$ cat config.mk
export PLATFORM = sky130hd
export DESIGN_NAME = ipv4_header_builder
export DESIGN_NICKNAME = d
export VERILOG_FILES = /design/src/sv/ihb_pkg.sv /design/src/sv/ipv4_header_builder.sv
export VERILOG_INCLUDE_DIRS = /design/src /design/src/sv
export SDC_FILE = /design/constraint.sdc
export NUM_CORES = 1
export LEC_CHECK = 0
export BUFFER_PORTS_ARGS = -buffer_cell sky130_fd_sc_hd__buf_2
export CORE_UTILIZATION = 53
export DETAILED_ROUTE_END_ITERATION = 7
export PLACE_DENSITY = 0.73
export SETUP_SLACK_MARGIN = 0.2
export SYNTH_ARGS = -nofsm -noshare
export SYNTH_HDL_FRONTEND = slang
export SYNTH_SLANG_ARGS = --single-unit
$ cat constraint.sdc
create_clock -name clock -period 14.4 [get_ports clock]
set_input_delay 2.88 -clock clock [delete_from_list [all_inputs] [get_ports clock]]
set_output_delay 2.88 -clock clock [all_outputs]
set_load 0.005 [all_outputs]
$ cat src/sv/ipv4_header_builder_defines.svh
// ----------------------------------------------------------------------------
// ipv4_header_builder_defines
// assertion macros shared by the header builder rtl
// ----------------------------------------------------------------------------
`ifndef IPV4_HEADER_BUILDER_DEFINES_SVH
`define IPV4_HEADER_BUILDER_DEFINES_SVH

// same-cycle implication, disabled during reset
`define IHB_ASSERT_SAME(label, clk, rst, ante, cons, msg) \
   label: assert property (@(posedge clk) disable iff (rst) (ante) |-> (cons)) \
      else $error(msg);

// next-cycle implication, disabled during reset
`define IHB_ASSERT_NEXT(label, clk, rst, ante, cons, msg) \
   label: assert property (@(posedge clk) disable iff (rst) (ante) |=> (cons)) \
      else $error(msg);

`endif

$ cat src/sv/ihb_pkg.sv
// ----------------------------------------------------------------------------
// ihb_pkg
// types and fixed constants of the ipv4 header builder
// ----------------------------------------------------------------------------
package ihb_pkg;

   // command codes
   localparam logic CMD_LOAD = 1'b0;
   localparam logic CMD_EMIT = 1'b1;

   // header geometry
   localparam logic [3:0] BASE_WORDS = 4'd5;
   localparam logic [7:0] BASE_BYTES = 8'd20;

   // limit register reset value
   localparam logic [7:0] LIMIT_RESET = 8'd60;

   // checksum accumulator: up to 30 halves of 16 bits
   localparam int SUM_W = 21;

   typedef enum logic [1:0] {
      ST_IDLE,
      ST_SUM,
      ST_FOLD,
      ST_EMIT
   } state_type;

endpackage

$ cat src/sv/ipv4_header_builder.sv
// ----------------------------------------------------------------------------
// ipv4_header_builder
// builds an ipv4 header as 32-bit words with a recomputed header checksum
// ----------------------------------------------------------------------------
// channel   ports              transfer
// request   start/busy, req_*  start high while busy low
// response  rsp_valid, rsp_*   one word per cycle, no back-pressure
// config    csr_wr_en/data     any cycle with csr_wr_en high
//
// a load does not make the block busy; an error result comes in the cycle after the emit.
// an emit of n words (5 to 15) holds busy while the single read port of the
// option memory is swept once to sum the checksum, then again to send the
// words, one word a cycle.
// reset is synchronous; it clears the per-entry valid bits of the option
// memory, so there is no clearing pass. results cannot be stalled.
// ----------------------------------------------------------------------------
`include "ipv4_header_builder_defines.svh"

module ipv4_header_builder #(
   parameter int MAX_OPTION_WORDS = 10
) (
   input  logic        clock,
   input  logic        reset,
   input  logic        start,
   output logic        busy,
   input  logic        req_cmd,
   input  logic [3:0]  req_opt_index,
   input  logic [31:0] req_opt_word,
   input  logic [7:0]  req_version_ihl,
   input  logic [7:0]  req_tos,
   input  logic [15:0] req_total_length,
   input  logic [15:0] req_ident,
   input  logic [15:0] req_flags_fragment,
   input  logic [7:0]  req_ttl,
   input  logic [7:0]  req_protocol,
   input  logic [31:0] req_src_addr,
   input  logic [31:0] req_dst_addr,
   input  logic        csr_wr_en,
   input  logic [7:0]  csr_wr_data,
   output logic        rsp_valid,
   output logic [31:0] rsp_out_word,
   output logic [3:0]  rsp_word_index,
   output logic        rsp_last,
   output logic        rsp_error,
   output logic [15:0] rsp_header_checksum
);

   localparam int IDX_W = (MAX_OPTION_WORDS > 1) ? $clog2(MAX_OPTION_WORDS) : 1;
   localparam logic [3:0] MAX_W4 = 4'(MAX_OPTION_WORDS);

   // control state
   ihb_pkg::state_type state_ff, state_in;
   logic [7:0]  limit_ff;
   logic        opt_ff, opt_in;
   logic [MAX_OPTION_WORDS-1:0] vld_ff;
   logic [3:0]  idx_ff, idx_in;
   logic [3:0]  cnt_ff, cnt_in;
   logic        pv_ff, pv_in;
   logic        rsp_valid_ff, rsp_valid_in;

   // payload state
   logic [31:0] base_ff [5];
   logic [31:0] base_in [5];
   logic        base_we;
   logic [ihb_pkg::SUM_W-1:0] acc_ff, acc_in;
   logic [15:0] csum_ff, csum_in;
   logic [3:0]  pidx_ff;
   logic        pok_ff;
   logic [31:0] rd_data_ff;
   logic        rd_vld_ff;
   logic [31:0] rsp_word_ff, rsp_word_in;
   logic [3:0]  rsp_index_ff, rsp_index_in;
   logic        rsp_last_ff, rsp_last_in;
   logic        rsp_error_ff, rsp_error_in;
   logic [15:0] rsp_csum_ff, rsp_csum_in;

   // option memory
   logic [31:0] mem [MAX_OPTION_WORDS];

   logic             go;
   logic             wr_en;
   logic [IDX_W-1:0] waddr;
   logic [IDX_W-1:0] raddr;
   logic             issue;
   logic [3:0]       slot_a;
   logic             slot_ok;
   logic             err;
   logic [3:0]       ihl;
   logic [3:0]       nopt;
   logic [31:0]      cur_word;
   logic [16:0]      fold1;
   logic [15:0]      fold2;

   assign busy = (state_ff != ihb_pkg::ST_IDLE);
   assign go   = start && !busy;
   assign ihl  = req_version_ihl[3:0];

   // limit check on the requested header length
   assign err = (limit_ff < ihb_pkg::BASE_BYTES) || ({2'b00, ihl, 2'b00} > limit_ff);
   assign nopt = (opt_ff && (ihl > ihb_pkg::BASE_WORDS)) ? (ihl - ihb_pkg::BASE_WORDS) : 4'd0;

   // option write on a load transfer
   assign wr_en = go && (req_cmd == ihb_pkg::CMD_LOAD) && (req_opt_index < MAX_W4);
   assign waddr = req_opt_index[IDX_W-1:0];

   // read issue: one word position per cycle while sweeping
   assign issue   = ((state_ff == ihb_pkg::ST_SUM) || (state_ff == ihb_pkg::ST_EMIT))
                    && (idx_ff != cnt_ff);
   assign slot_a  = idx_ff - ihb_pkg::BASE_WORDS;
   assign slot_ok = (idx_ff >= ihb_pkg::BASE_WORDS) && (slot_a < MAX_W4);
   assign raddr   = slot_ok ? slot_a[IDX_W-1:0] : '0;

   // word at the read stage: base register, option memory data, or zero
   always_comb begin
      if (pidx_ff < ihb_pkg::BASE_WORDS) begin
         cur_word = base_ff[pidx_ff[2:0]];
      end else if (pok_ff && rd_vld_ff) begin
         cur_word = rd_data_ff;
      end else begin
         cur_word = '0;
      end
   end

   // end-around fold of the accumulated sum
   assign fold1 = 17'(acc_ff[ihb_pkg::SUM_W-1:16]) + 17'(acc_ff[15:0]);
   assign fold2 = 16'(fold1[16]) + fold1[15:0];

   // next state and outputs
   always_comb begin
      state_in     = state_ff;
      opt_in       = opt_ff;
      idx_in       = idx_ff;
      cnt_in       = cnt_ff;
      pv_in        = issue;
      acc_in       = acc_ff;
      csum_in      = csum_ff;
      base_we      = 1'b0;
      base_in[0]   = {req_version_ihl, req_tos, req_total_length};
      base_in[1]   = {req_ident, req_flags_fragment};
      base_in[2]   = {req_ttl, req_protocol, 16'h0000};
      base_in[3]   = req_src_addr;
      base_in[4]   = req_dst_addr;
      rsp_valid_in = 1'b0;
      rsp_word_in  = '0;
      rsp_index_in = '0;
      rsp_last_in  = 1'b0;
      rsp_error_in = 1'b0;
      rsp_csum_in  = '0;
      if (issue) begin
         idx_in = idx_ff + 4'd1;
      end
      case (state_ff)
         ihb_pkg::ST_IDLE: begin
            if (wr_en) begin
               opt_in = 1'b1;
            end
            if (go && (req_cmd == ihb_pkg::CMD_EMIT)) begin
               if (err) begin
                  rsp_valid_in = 1'b1;
                  rsp_last_in  = 1'b1;
                  rsp_error_in = 1'b1;
               end else begin
                  base_we  = 1'b1;
                  idx_in   = '0;
                  cnt_in   = ihb_pkg::BASE_WORDS + nopt;
                  acc_in   = '0;
                  state_in = ihb_pkg::ST_SUM;
               end
            end
         end
         ihb_pkg::ST_SUM: begin
            if (pv_ff) begin
               acc_in = acc_ff + ihb_pkg::SUM_W'(cur_word[31:16])
                        + ihb_pkg::SUM_W'(cur_word[15:0]);
            end
            if (idx_ff == cnt_ff) begin
               state_in = ihb_pkg::ST_FOLD;
            end
         end
         ihb_pkg::ST_FOLD: begin
            csum_in  = ~fold2;
            idx_in   = '0;
            state_in = ihb_pkg::ST_EMIT;
         end
         ihb_pkg::ST_EMIT: begin
            if (pv_ff) begin
               rsp_valid_in = 1'b1;
               rsp_word_in  = (pidx_ff == 4'd2) ? (cur_word | {16'h0000, csum_ff}) : cur_word;
               rsp_index_in = pidx_ff;
               rsp_last_in  = (pidx_ff == (cnt_ff - 4'd1));
               rsp_csum_in  = csum_ff;
            end
            if (idx_ff == cnt_ff) begin
               state_in = ihb_pkg::ST_IDLE;
            end
         end
         default: begin
            state_in = ihb_pkg::ST_IDLE;
         end
      endcase
   end

   // control registers
   always_ff @(posedge clock) begin
      if (reset) begin
         state_ff     <= ihb_pkg::ST_IDLE;
         limit_ff     <= ihb_pkg::LIMIT_RESET;
         opt_ff       <= 1'b0;
         vld_ff       <= '0;
         idx_ff       <= '0;
         cnt_ff       <= ihb_pkg::BASE_WORDS;
         pv_ff        <= 1'b0;
         rsp_valid_ff <= 1'b0;
      end else begin
         state_ff     <= state_in;
         opt_ff       <= opt_in;
         idx_ff       <= idx_in;
         cnt_ff       <= cnt_in;
         pv_ff        <= pv_in;
         rsp_valid_ff <= rsp_valid_in;
         if (csr_wr_en) begin
            limit_ff <= csr_wr_data;
         end
         if (wr_en) begin
            vld_ff[waddr] <= 1'b1;
         end
      end
   end

   // option memory, one write and one registered read port
   always_ff @(posedge clock) begin
      if (wr_en) begin
         mem[waddr] <= req_opt_word;
      end
      rd_data_ff <= mem[raddr];
      rd_vld_ff  <= vld_ff[raddr];
   end

   // payload registers
   always_ff @(posedge clock) begin
      if (base_we) begin
         for (int i = 0; i < 5; i++) begin
            base_ff[i] <= base_in[i];
         end
      end
      acc_ff       <= acc_in;
      csum_ff      <= csum_in;
      pidx_ff      <= idx_ff;
      pok_ff       <= slot_ok;
      rsp_word_ff  <= rsp_word_in;
      rsp_index_ff <= rsp_index_in;
      rsp_last_ff  <= rsp_last_in;
      rsp_error_ff <= rsp_error_in;
      rsp_csum_ff  <= rsp_csum_in;
   end

   assign rsp_valid           = rsp_valid_ff;
   assign rsp_out_word        = rsp_word_ff;
   assign rsp_word_index      = rsp_index_ff;
   assign rsp_last            = rsp_last_ff;
   assign rsp_error           = rsp_error_ff;
   assign rsp_header_checksum = rsp_csum_ff;

   // checks
   `IHB_ASSERT_SAME(a_err_last, clock, reset, rsp_valid && rsp_error, rsp_last && !busy, "error result must be last and leave the block idle")
   `IHB_ASSERT_NEXT(a_emit_busy, clock, reset, go && (req_cmd == ihb_pkg::CMD_EMIT) && !err, busy, "emit transfer must start a sweep")
   `IHB_ASSERT_SAME(a_last_index, clock, reset, rsp_valid && rsp_last && !rsp_error, rsp_word_index == (cnt_ff - 4'd1), "last word index must match word count")
   `IHB_ASSERT_SAME(a_read_stage, clock, reset, pv_ff, (state_ff == ihb_pkg::ST_SUM) || (state_ff == ihb_pkg::ST_EMIT), "read stage active outside a sweep")

endmodule

==> reports/qor.yml, run 1 <==
status: "completed"
cts_buffers: 60
hp-class: "register to register"
power_mw: 5.07
critPathKind: "primary input to register"
seqCellArea_um2: 17500
synth_edf_count: 501
finalSetupViolCount: 0
skew_ps: 31.9
crit_path_end_kind: "register"
yosysUniqueCellTypes: 66
synthCells: 1587
fin_setup_tns_ps: 0
ir_drop_mv: 0.119
max_cap_viol_count: 0
insertion_delay_ps: 650
grt_usage_pct: 25.0
synth_ff_type: "edfxtp_1"
clockBufferDepth: 3
cts_resized: 0
required_ps: 14640
hpwl_mm: 37.7
io_buffers: 248
rows: 78
slew-limit-headroom_pct: 22.5
tightest_slew_ps: 1160
holdPathStages: 2
synth-seq-area-share_pct: 70.6
grt_pass1_vias: 14800
fillers: 3279
yosys_warnings: 0
rr_endpoint: "acc_ff[9]"
die_h_um: 218
design.core.area_um2: 45800
critPathArrivalTime_ps: 5860
period_minus_slack_ps: 5620
cts_setup_buffers: 0
rsz0062_at_grt: "false"
drc: 0
cts_tree: "yes"
area_delta_synth_final_pct: 16.0
leakagePower_nw: 10.3
hold_end: "opt_ff"
startpoint_type: "primary input"
overflow: 0
first_iter_violations: 1450
powerDensity_nw_per_um2: 176
syn_nets: 1836
dr.pass1.iters: 6
nNetsFinal: 2088
timing.final.hold_violations: 0
cts_sinks: 624
cts_max_level: 2
grt_pass1_wl_mm: 89.4
clk_pin_slew_worst_paths_ps: 60
vias_per_cell: 6.02
drive_above_1_share_pct: 24.8
drv_slew: 0
holdWs_ps: 471
ctsHoldBuffers: 0
crit_path_max_fanout: 85
antenna_found_initial: 7
async_flop_share_pct: 0
die_area_um2: 47700
reg2reg_depth: 18
syn_area_um2: 24800
num_vias: 15000
place_congestion: 0.926
syn_area_per_cell_um2: 15.6
fp.dieW_um: 218
detail-route-antenna-nets: 0
cts-root-buf: "clkbuf_16"
ff2ff_setup_slack_ps: 9170
multiInputGateArea_um2: 6910
ys_ff_latch: 624
io_pins: 249
grt_max_degree: 86
start_util_pct: 54.2
routedWlPerCell_um: 23.8
period_share_pct: 39.0
r2r_start: "pidx_ff[2]"
fmax_mhz: 178
routed_wl_mm: 59.3
hp-start: "opt_ff"
-- worst max-delay path by stage --
| stage | from | to | cells after the start |
|---|---|---|---|
| 2_1_floorplan | req_version_ihl[1] | acc_ff[0] | 7 |
| 3_3_place_gp | req_version_ihl[1] | base_ff[4][6] | 7 |
| 3_5_place_dp | req_version_ihl[1] | base_ff[3][15] | 7 |
| 4_1_cts | req_version_ihl[1] | base_ff[4][10] | 7 |
| 5_1_grt | req_version_ihl[1] | base_ff[3][4] | 7 |
| 6_report | req_version_ihl[1] | base_ff[3][8] | 7 |
-- kinds of logic after synthesis --
logic type | count (synthesis) | share of synthesized area, %
buffers and inverters | 118 | 1.97
DFF | 624 | 70.6
AOI/OAI and AO/OA | 335 | 9.84
muxes | 93 | 6.23
xor gates and xnor gates | 48 | 1.69
adders and majority gates | 56 | 3.37
and+or+nand+nor | 313 | 6.35
-- sequential cells by signal, summed over array words and instances (netlist names), 2 cells and up --
signal and count:
mem 320, state_ff 2, pidx_ff 4, rd_data_ff 32, base_ff 144, rsp_word_index 4, idx_ff 4, acc_ff 21
cnt_ff 4, csum_ff 16, rsp_out_word 32, vld_ff 10, limit_ff 8, rsp_header_checksum 16
-- synthesized netlist by cell type (all sizes together), types with 32 or more instances --
master / n / area share (%)
a21oi: 46 / 0.93
a221o: 32 / 1.3
clkbuf: 64 / 0.97
dfxtp: 123 / 9.9
edfxtp: 501 / 61
ha: 38 / 1.9
mux2i: 43 / 1.7
mux4: 49 / 4.4
nand2: 61 / 0.92
nor2: 100 / 1.5
o21ai: 81 / 1.6
o221ai: 33 / 1.2
o22ai: 35 / 0.88
xnor2: 34 / 1.2
-- power breakdown --
| part | leakage (nW) | internal [mW] | total (mW) | switching (mW) |
|---|---|---|---|---|
| clock | 0.993 | 0.923 | 1.58 | 0.661 |
| combinational | 3.79 | 0.521 | 1.28 | 0.760 |
| sequential | 5.57 | 2.11 | 2.21 | 0.0948 |
| total | 10.3 | 3.56 | 5.07 | 1.52 |
-- cells in the final DEF (no fill, tap or decap), types with 6 or more instances in the layout --
cell type / count
a221o_1: 32
o21a_1: 7
clkbuf_1: 16
a21boi_0: 6
clkbuf_16: 61
a21o_1: 11
buf_2: 248
o221ai_1: 33
buf_4: 28
a211o_1: 15
mux2i_1: 43
inv_1: 30
and2_1: 15
o22ai_1: 35
nand4_1: 9
nor2_1: 96
clkinv_2: 13
clkbuf_8: 10
o221a_2: 24
nand2_1: 61
a21oi_1: 46
xnor2_1: 34
a32o_1: 15
xor2_1: 14
and3b_1: 6
nand2b_1: 22
fa_1: 18
nor2b_1: 22
edfxtp_1: 501
o21ai_0: 75
nor3_1: 15
dfxtp_1: 121
mux4_2: 49
and3_1: 28
ha_1: 38
nand3_1: 9
-- routing by layer --
layer / routed length, µm / GRT usage (%)
met5: 69 / 0
met4: 1390 / 8.11
met3: 5730 / 5.78
met2: 27700 / 39.8
met1: 24400 / 34.1
-- metrics by stage --
step                util (%)  cells  setup WS (ps)  area (µm²)
finish                  62.9   2494           8780       28800
global route            62.9   2491           8550       28800
detailed placement      58.4   2377           8170       26700
global placement        58.4   2377           8250       26700
CTS                     62.9   2491           8850       28800
floorplan                  -   1587           5240       24800
-- critical path, cell delays in order --
cell     delay [ps]
buf_2           130
ha_1            320
a21o_1          180
a211o_1         280
a22oi_1         230
o21a_4          740
buf_4           950
-- cell type report --
cell class	instances	area share, %
diodes	3	0.0261
clock buffers	87	5.99
clock inverters	27	1.05
inverters	32	0.417
multi-input cells	845	24.0
flip-flops and latches	624	60.8
well taps	600	2.61
repair buffers	276	5.04
No activity file was read; power rests on OpenSTA's default activity.
==> inputs of run 2 (changes only) <==
Settings changed: PLACE_DENSITY 0.73 to 0.76.
Clock period 14.4 ns to 4.5 ns, I/O delays scaled along.
==> run 2 against run 1 <==
  * Die area did not move
  * Clock-buffer cell count fell by 3
  * Register-to-register slack got worse by 8800 ps
  * Largest power group unchanged
==> reports/qor.yml, run 2 (synthesized netlist as in run 1, its figures left out) <==
insertion_delay_ps: 640  # was 650 ps
rsz0062_at_grt: "false"  # unchanged
grt_max_degree: 100  # was 86
grt_usage_pct: 25.5  # was 25.0%
slew-limit-headroom_pct: 30.7  # was 22.5%
combPwrFrac_pct: 25.5  # was 25.3%
first_iter_violations: 1440  # was 1450
hold_end: "base_ff[4][8]"  # was opt_ff
crit_path_end_kind: "register"  # unchanged
crit_path_max_fanout: 16  # was 85
critical_path.top_delay_family: "compound AO/OA/AOI/OAI gates"  # unchanged
dp_slack_ps: 162  # was 8170 ps
max_cap_viol_count: 0  # unchanged
grt_pass1_wl_mm: 90.3  # was 89.4 mm
r2r_start: "pidx_ff[0]"  # was pidx_ff[2]
holdPathStages: 1  # was 2
cts-root-buf: "clkbuf_16"  # unchanged
antenna_found_initial: 8  # was 7
grt_pass1_vias: 15000  # was 14800
rows: 78  # unchanged
cts_tree: "yes"  # unchanged
largest_reg_flops: 320  # unchanged
skew_ps: 21.4  # was 31.9 ps
critPathArrivalTime_ps: 4490  # was 5860 ps
required_ps: 4880  # was 14640 ps
drive_above_1_share_pct: 25.8  # was 24.8%
startpoint_type: "register"  # was primary input
hp-class: "primary input to register"  # was register to register
design.core.area_um2: 45800  # unchanged
vias_per_cell: 6.01  # was 6.02
power.net_switching_mw: 4.97  # was 1.52 mW
seq_power_share_pct: 42.5  # was 43.5%
ff2ff_setup_slack_ps: 390  # was 9170 ps
ir_drop_mv: 0.416  # was 0.119 mV
reg2reg_depth: 14  # was 18
cts_buffers: 60  # unchanged
final_area_um2: 29200  # was 28800 µm²
power_mw: 16.7  # was 5.07 mW
intPower_mw: 11.7  # was 3.56 mW
drv_slew: 0  # unchanged
largest-register: "mem"  # unchanged
mostFrequentLayoutCell: "edfxtp_1"  # unchanged
final_cell_mix: "edfxtp_1 (501), buf_2 (248), dfxtp_1 (121)"  # unchanged
period_minus_slack_ps: 4110
ctsHoldBuffers: 0  # unchanged
cts_sinks: 624  # unchanged
critPathKind: "register to register"  # was primary input to register
io_buffers: 248  # unchanged
start_util_pct: 54.2  # unchanged
detail-route-antenna-nets: 0  # unchanged
clockBufferDepth: 3  # unchanged
die_area_um2: 47700  # unchanged
place_area_um2: 27000  # was 26700 µm²
fillers: 3176  # was 3279
busiest_layer: "met2"  # unchanged
cp_slowest_cell: "fa_1"  # was buf_4
fp.dieW_um: 218  # unchanged
nNetsFinal: 2108  # was 2088
hpwl_mm: 39.1  # was 37.7 mm
setup_slack_ps: 394  # was 8780 ps
period_share_pct: 91.3
use_met3_pct: 6.24  # was 5.78%
area_delta_synth_final_pct: 17.5  # was 16.0%
leakagePower_nw: 10.5  # was 10.3 nW
routedWlPerCell_um: 24.3  # was 23.8 µm
max_stage_delay_ps: 450  # was 950 ps
io_pins: 249  # unchanged
fmax_mhz: 244
grt_use_met2_pct: 40.7  # was 39.8%
drc: 0  # unchanged
tightest_slew_ps: 1040  # was 1160 ps
met1_usage_pct: 34.3  # was 34.1%
rr_endpoint: "acc_ff[17]"  # was acc_ff[9]
status: "completed"  # unchanged
dr.pass1.iters: 5  # was 6
hp-start: "req_dst_addr[8]"  # was opt_ff
routed_wl_mm: 61.1  # was 59.3 mm
reg.largest.list: "mem: 320 flops, base_ff: 144 flops"  # unchanged
clk_pin_slew_worst_paths_ps: 60  # about the same
overflow: 0  # unchanged
die_h_um: 218  # unchanged
switching_share_pct: 29.8  # was 29.9%
fin_cells: 2520  # was 2494
dp.cells: 2396  # was 2377
timing.final.hold_violations: 0  # unchanged
clkPwrFrac_pct: 31.9  # was 31.2%
powerDensity_nw_per_um2: 573  # was 176 nW/µm²
path_cells: "buf_12 > and2_1 > buf_4 > a211o_1 > a32o_1 > fa_1 > ha_1 > a21o_1 > a21o_1 > a221oi_1 > a21bo_2 > a21oi_1 > xnor2_1 > and2_1"  # was buf_2 > ha_1 > a21o_1 > a211o_1 > a22oi_1 > o21a_4 > buf_4
num_vias: 15200  # was 15000
cts_max_level: 2  # unchanged
place_congestion: 0.946  # was 0.926
crit_buf_inv: 2  # unchanged
finalSetupViolCount: 0  # unchanged
[run 2: cell count changes in the layout (fill, tap and decap cells not counted), moves of 3 or more]
| cell | before | now |
|---|---|---|
| a21boi_0 | 6 | 2 |
| buf_12 | 0 | 7 |
| buf_4 | 28 | 40 |
| bufinv_16 | 5 | 9 |
| clkbuf_1 | 16 | 13 |
| clkinv_2 | 13 | 8 |
| diode_2 | 3 | 9 |
| o21ai_0 | 75 | 72 |
| o21ai_1 | 4 | 7 |
[run 2: layout make-up]
class	count	area [µm²]	area share, %
Sequential cell	624	17500	60.1
Clock inverter	30	417	1.43
Timing Repair Buffer	296	1710	5.85
Antenna cell	9	22.5	0.0772
Inverter	32	120	0.412
Multi-Input combinational cell	845	6910	23.7
Clock buffer	84	1710	5.88
Tap cell	600	751	2.57
[run 2: metal layers]
layer  vias up  wire length, µm
li1       6767                -
met1      7558            24800
met2       724            28600
met3        97             6300
met4         4             1480
met5         -               21
[run 2: power groups by stage]
stage               sequential, mW  clock, mW  combinational (mW)
finish                        7.10       5.33                4.26
global route                  7.12       5.62                4.70
CTS                           7.09       5.40                4.14
detailed placement            7.21          0                4.09
global placement              7.21          0                4.07
floorplan                     7.04          0                3.02
[run 2: per-stage QoR]
step	hold slack (ps)	util [%]	setup TNS [ps]
floorplan	326	-	-34300
global placement	440	58.9	0
detailed placement	445	58.9	0
CTS	406	63.6	0
global route	421	63.7	0
finish	437	63.7	0
[run 2: timing repair]
item                                    CTS  global route
buffers inserted                          0             0
endpoints found under the setup margin    3            11
cloned                                    0             1
pin swaps                                 0             1
gates resized for setup                   1            11
[run 2: worst max-delay path by stage]
stage,startpoint,end,slack [ps],cells after the start
after floorplan,req_opt_index[1],mem[4][0],-530,3
after global placement,pidx_ff[0],acc_ff[15],300,15
after detailed placement,pidx_ff[0],acc_ff[15],160,15
after CTS,pidx_ff[0],acc_ff[19],260,15
after global routing,pidx_ff[0],acc_ff[19],230,15
final,pidx_ff[0],acc_ff[17],390,14
==> inputs of run 3 (changes only) <==
Settings changed: CORE_MARGIN from default to 8.
==> run 3 against run 2 <==
  * Clock-buffer cell count rose by 2
  * Non-clock buffer count rose by 5
  * Utilization fell by 1.0 points
  * Global-route usage fell by 2.5 points
  * Die area rose by 13%
  * Combinational power rose by 3%
  * Register-to-register slack got worse by 50 ps
==> reports/qor.yml, run 3 (synthesized netlist as in run 1, its figures left out) <==
slew-limit-headroom_pct: 26.0  # was 30.7%
num_vias: 15400  # was 15200
drc: 0  # unchanged
rows: 79  # was 78
power_mw: 16.5  # was 16.7 mW
status: "completed"  # unchanged
start_util_pct: 53.5  # was 54.2%
hpwl_mm: 41.0  # was 39.1 mm
seq_power_share_pct: 43.0  # was 42.5%
cp_slowest_cell: "mux4_2"  # was fa_1
fmax_mhz: 240  # was 244 MHz
tightest_slew_ps: 1110  # was 1040 ps
crit_buf_inv: 3  # was 2
detail-route-antenna-nets: 0  # unchanged
timing.final.hold_violations: 0  # unchanged
insertion_delay_ps: 620  # was 640 ps
rsz0062_at_grt: "false"  # unchanged
largest_reg_flops: 320  # unchanged
fin_cells: 2529  # was 2520
vias_per_cell: 6.10  # was 6.01
final_cell_mix: "edfxtp_1 (501), buf_2 (248), dfxtp_1 (121)"  # unchanged
leakagePower_nw: 10.5  # about the same
drive_above_1_share_pct: 25.8  # about the same
routed_wl_mm: 63.8  # was 61.1 mm
dp.cells: 2401  # was 2396
clk_pin_slew_worst_paths_ps: 60  # about the same
finalSetupViolCount: 0  # unchanged
clkPwrFrac_pct: 30.5  # was 31.9%
max_stage_delay_ps: 520  # was 450 ps
largest-register: "mem"  # unchanged
nNetsFinal: 2112  # was 2108
grt_pass1_vias: 15400  # was 15000
skew_ps: 14.8  # was 21.4 ps
overflow: 0  # unchanged
io_buffers: 248  # unchanged
ff2ff_setup_slack_ps: 340  # was 390 ps
grt_usage_pct: 23.0  # was 25.5%
cts_buffers: 59  # was 60
startpoint_type: "register"  # unchanged
cts_tree: "yes"  # unchanged
hp-class: "primary input to register"  # unchanged
max_cap_viol_count: 0  # unchanged
cts-root-buf: "clkbuf_16"  # unchanged
first_iter_violations: 1652  # was 1440
die_area_um2: 54000  # was 47700 µm²
period_share_pct: 92.5  # was 91.3%
setup_slack_ps: 339  # was 394 ps
die_h_um: 232  # was 218 µm
power.net_switching_mw: 5.01  # was 4.97 mW
dr.pass1.iters: 6  # was 5
ctsHoldBuffers: 0  # unchanged
area_delta_synth_final_pct: 17.1  # was 17.5%
mostFrequentLayoutCell: "edfxtp_1"  # unchanged
design.core.area_um2: 46400  # was 45800 µm²
ir_drop_mv: 0.391  # was 0.416 mV
routedWlPerCell_um: 25.2  # was 24.3 µm
grt_pass1_wl_mm: 95.0  # was 90.3 mm
intPower_mw: 11.5  # was 11.7 mW
switching_share_pct: 30.4  # was 29.8%
cts_max_level: 2  # unchanged
grt_max_degree: 100  # unchanged
critical_path.top_delay_family: "compound AO/OA/AOI/OAI gates"  # unchanged
dp_slack_ps: 152  # was 162 ps
fp.dieW_um: 232  # was 218 µm
antenna_found_initial: 14  # was 8
critPathArrivalTime_ps: 4540  # was 4490 ps
critPathKind: "register to register"  # unchanged
combPwrFrac_pct: 26.5  # was 25.5%
place_congestion: 0.901  # was 0.946
drv_slew: 0  # unchanged
period_minus_slack_ps: 4160  # was 4110 ps
crit_path_max_fanout: 15  # was 16
path_cells: "buf_12 > buf_4 > mux4_2 > mux2i_1 > o21ai_0 > buf_4 > fa_1 > ha_1 > and4_1 > a221oi_1 > a21bo_2 > a31oi_1 > xnor2_1 > and2_1"  # was buf_12 > and2_1 > buf_4 > a211o_1 > a32o_1 > fa_1 > ha_1 > a21o_1 > a21o_1 > a221oi_1 > a21bo_2 > a21oi_1 > xnor2_1 > and2_1
cts_sinks: 624  # unchanged
reg.largest.list: "mem: 320 flops, base_ff: 144 flops"  # unchanged
clockBufferDepth: 3  # unchanged
cpMostUsedCell: "buf_4"
powerDensity_nw_per_um2: 568  # was 573 nW/µm²
io_pins: 249  # unchanged
required_ps: 4880  # about the same
crit_path_end_kind: "register"  # unchanged
[run 3: final timing paths]
path                                             from             to  depth (start not counted)
worst min-delay path            req_flags_fragment[6]  base_ff[1][6]                          1
worst min register to register                 opt_ff         opt_ff                          2
worst max register to register             pidx_ff[0]     acc_ff[13]                         14
worst max-delay path                       pidx_ff[0]     acc_ff[13]                         14
[run 3: per-stage QoR]
| step | instance area [µm²] | setup TNS, ps | utilization [%] | hold slack [ps] |
|---|---|---|---|---|
| after floorplan | 24800 | -34300 | - | 326 |
| after global placement | 26900 | 0 | 58.1 | 437 |
| after detailed placement | 26900 | 0 | 58.1 | 446 |
| after CTS | 28900 | 0 | 62.4 | 421 |
| after global routing | 29000 | 0 | 62.6 | 425 |
| final | 29000 | 0 | 62.7 | 451 |
[run 3: power by group through the flow]
stage	Clock, mW	Sequential (mW)	Combinational [mW]
final	5.03	7.09	4.38
after global routing	5.31	7.12	4.81
after CTS	5.10	7.08	4.16
after detailed placement	0	7.20	4.10
after global placement	0	7.20	3.97
after floorplan	0	7.04	3.02
[run 3: final cells by class]
type,instances,area [µm²]
diodes,8,20.0
clock buffers,86,1650
clock inverters,26,333
fillers,3170,17300
inverters,32,120
multi-input cells,845,6940
flip-flops and latches,624,17500
well taps,607,759
repair buffers,301,1720
[run 3: routing by layer]
metal | up-vias | share of wire (%) | global-route usage (%)
li1 | 6767 | - | -
met3 | 119 | 12 | 6.19
met1 | 7657 | 39 | 30.8
met5 | - | 0.22 | 0
met2 | 861 | 47 | 36.6
met4 | 22 | 2.8 | 7.40
[run 3: worst reg2reg max path, delay by kind of cell (launching register included)]
kind / cells / cell delay [ps]
DFF: 1 / 410
xor gates and xnor gates: 1 / 90
muxes: 2 / 650
adders and majority gates: 2 / 840
AOI/OAI and AO/OA: 4 / 970
buffers and inverters: 3 / 560
and+or+nand+nor: 2 / 400
[run 3: what timing repair did]
action,CTS,global route
resized for setup,2,11
gates cloned,0,1
pin swaps,0,1
buffers inserted,0,7
setup endpoints to repair,4,10
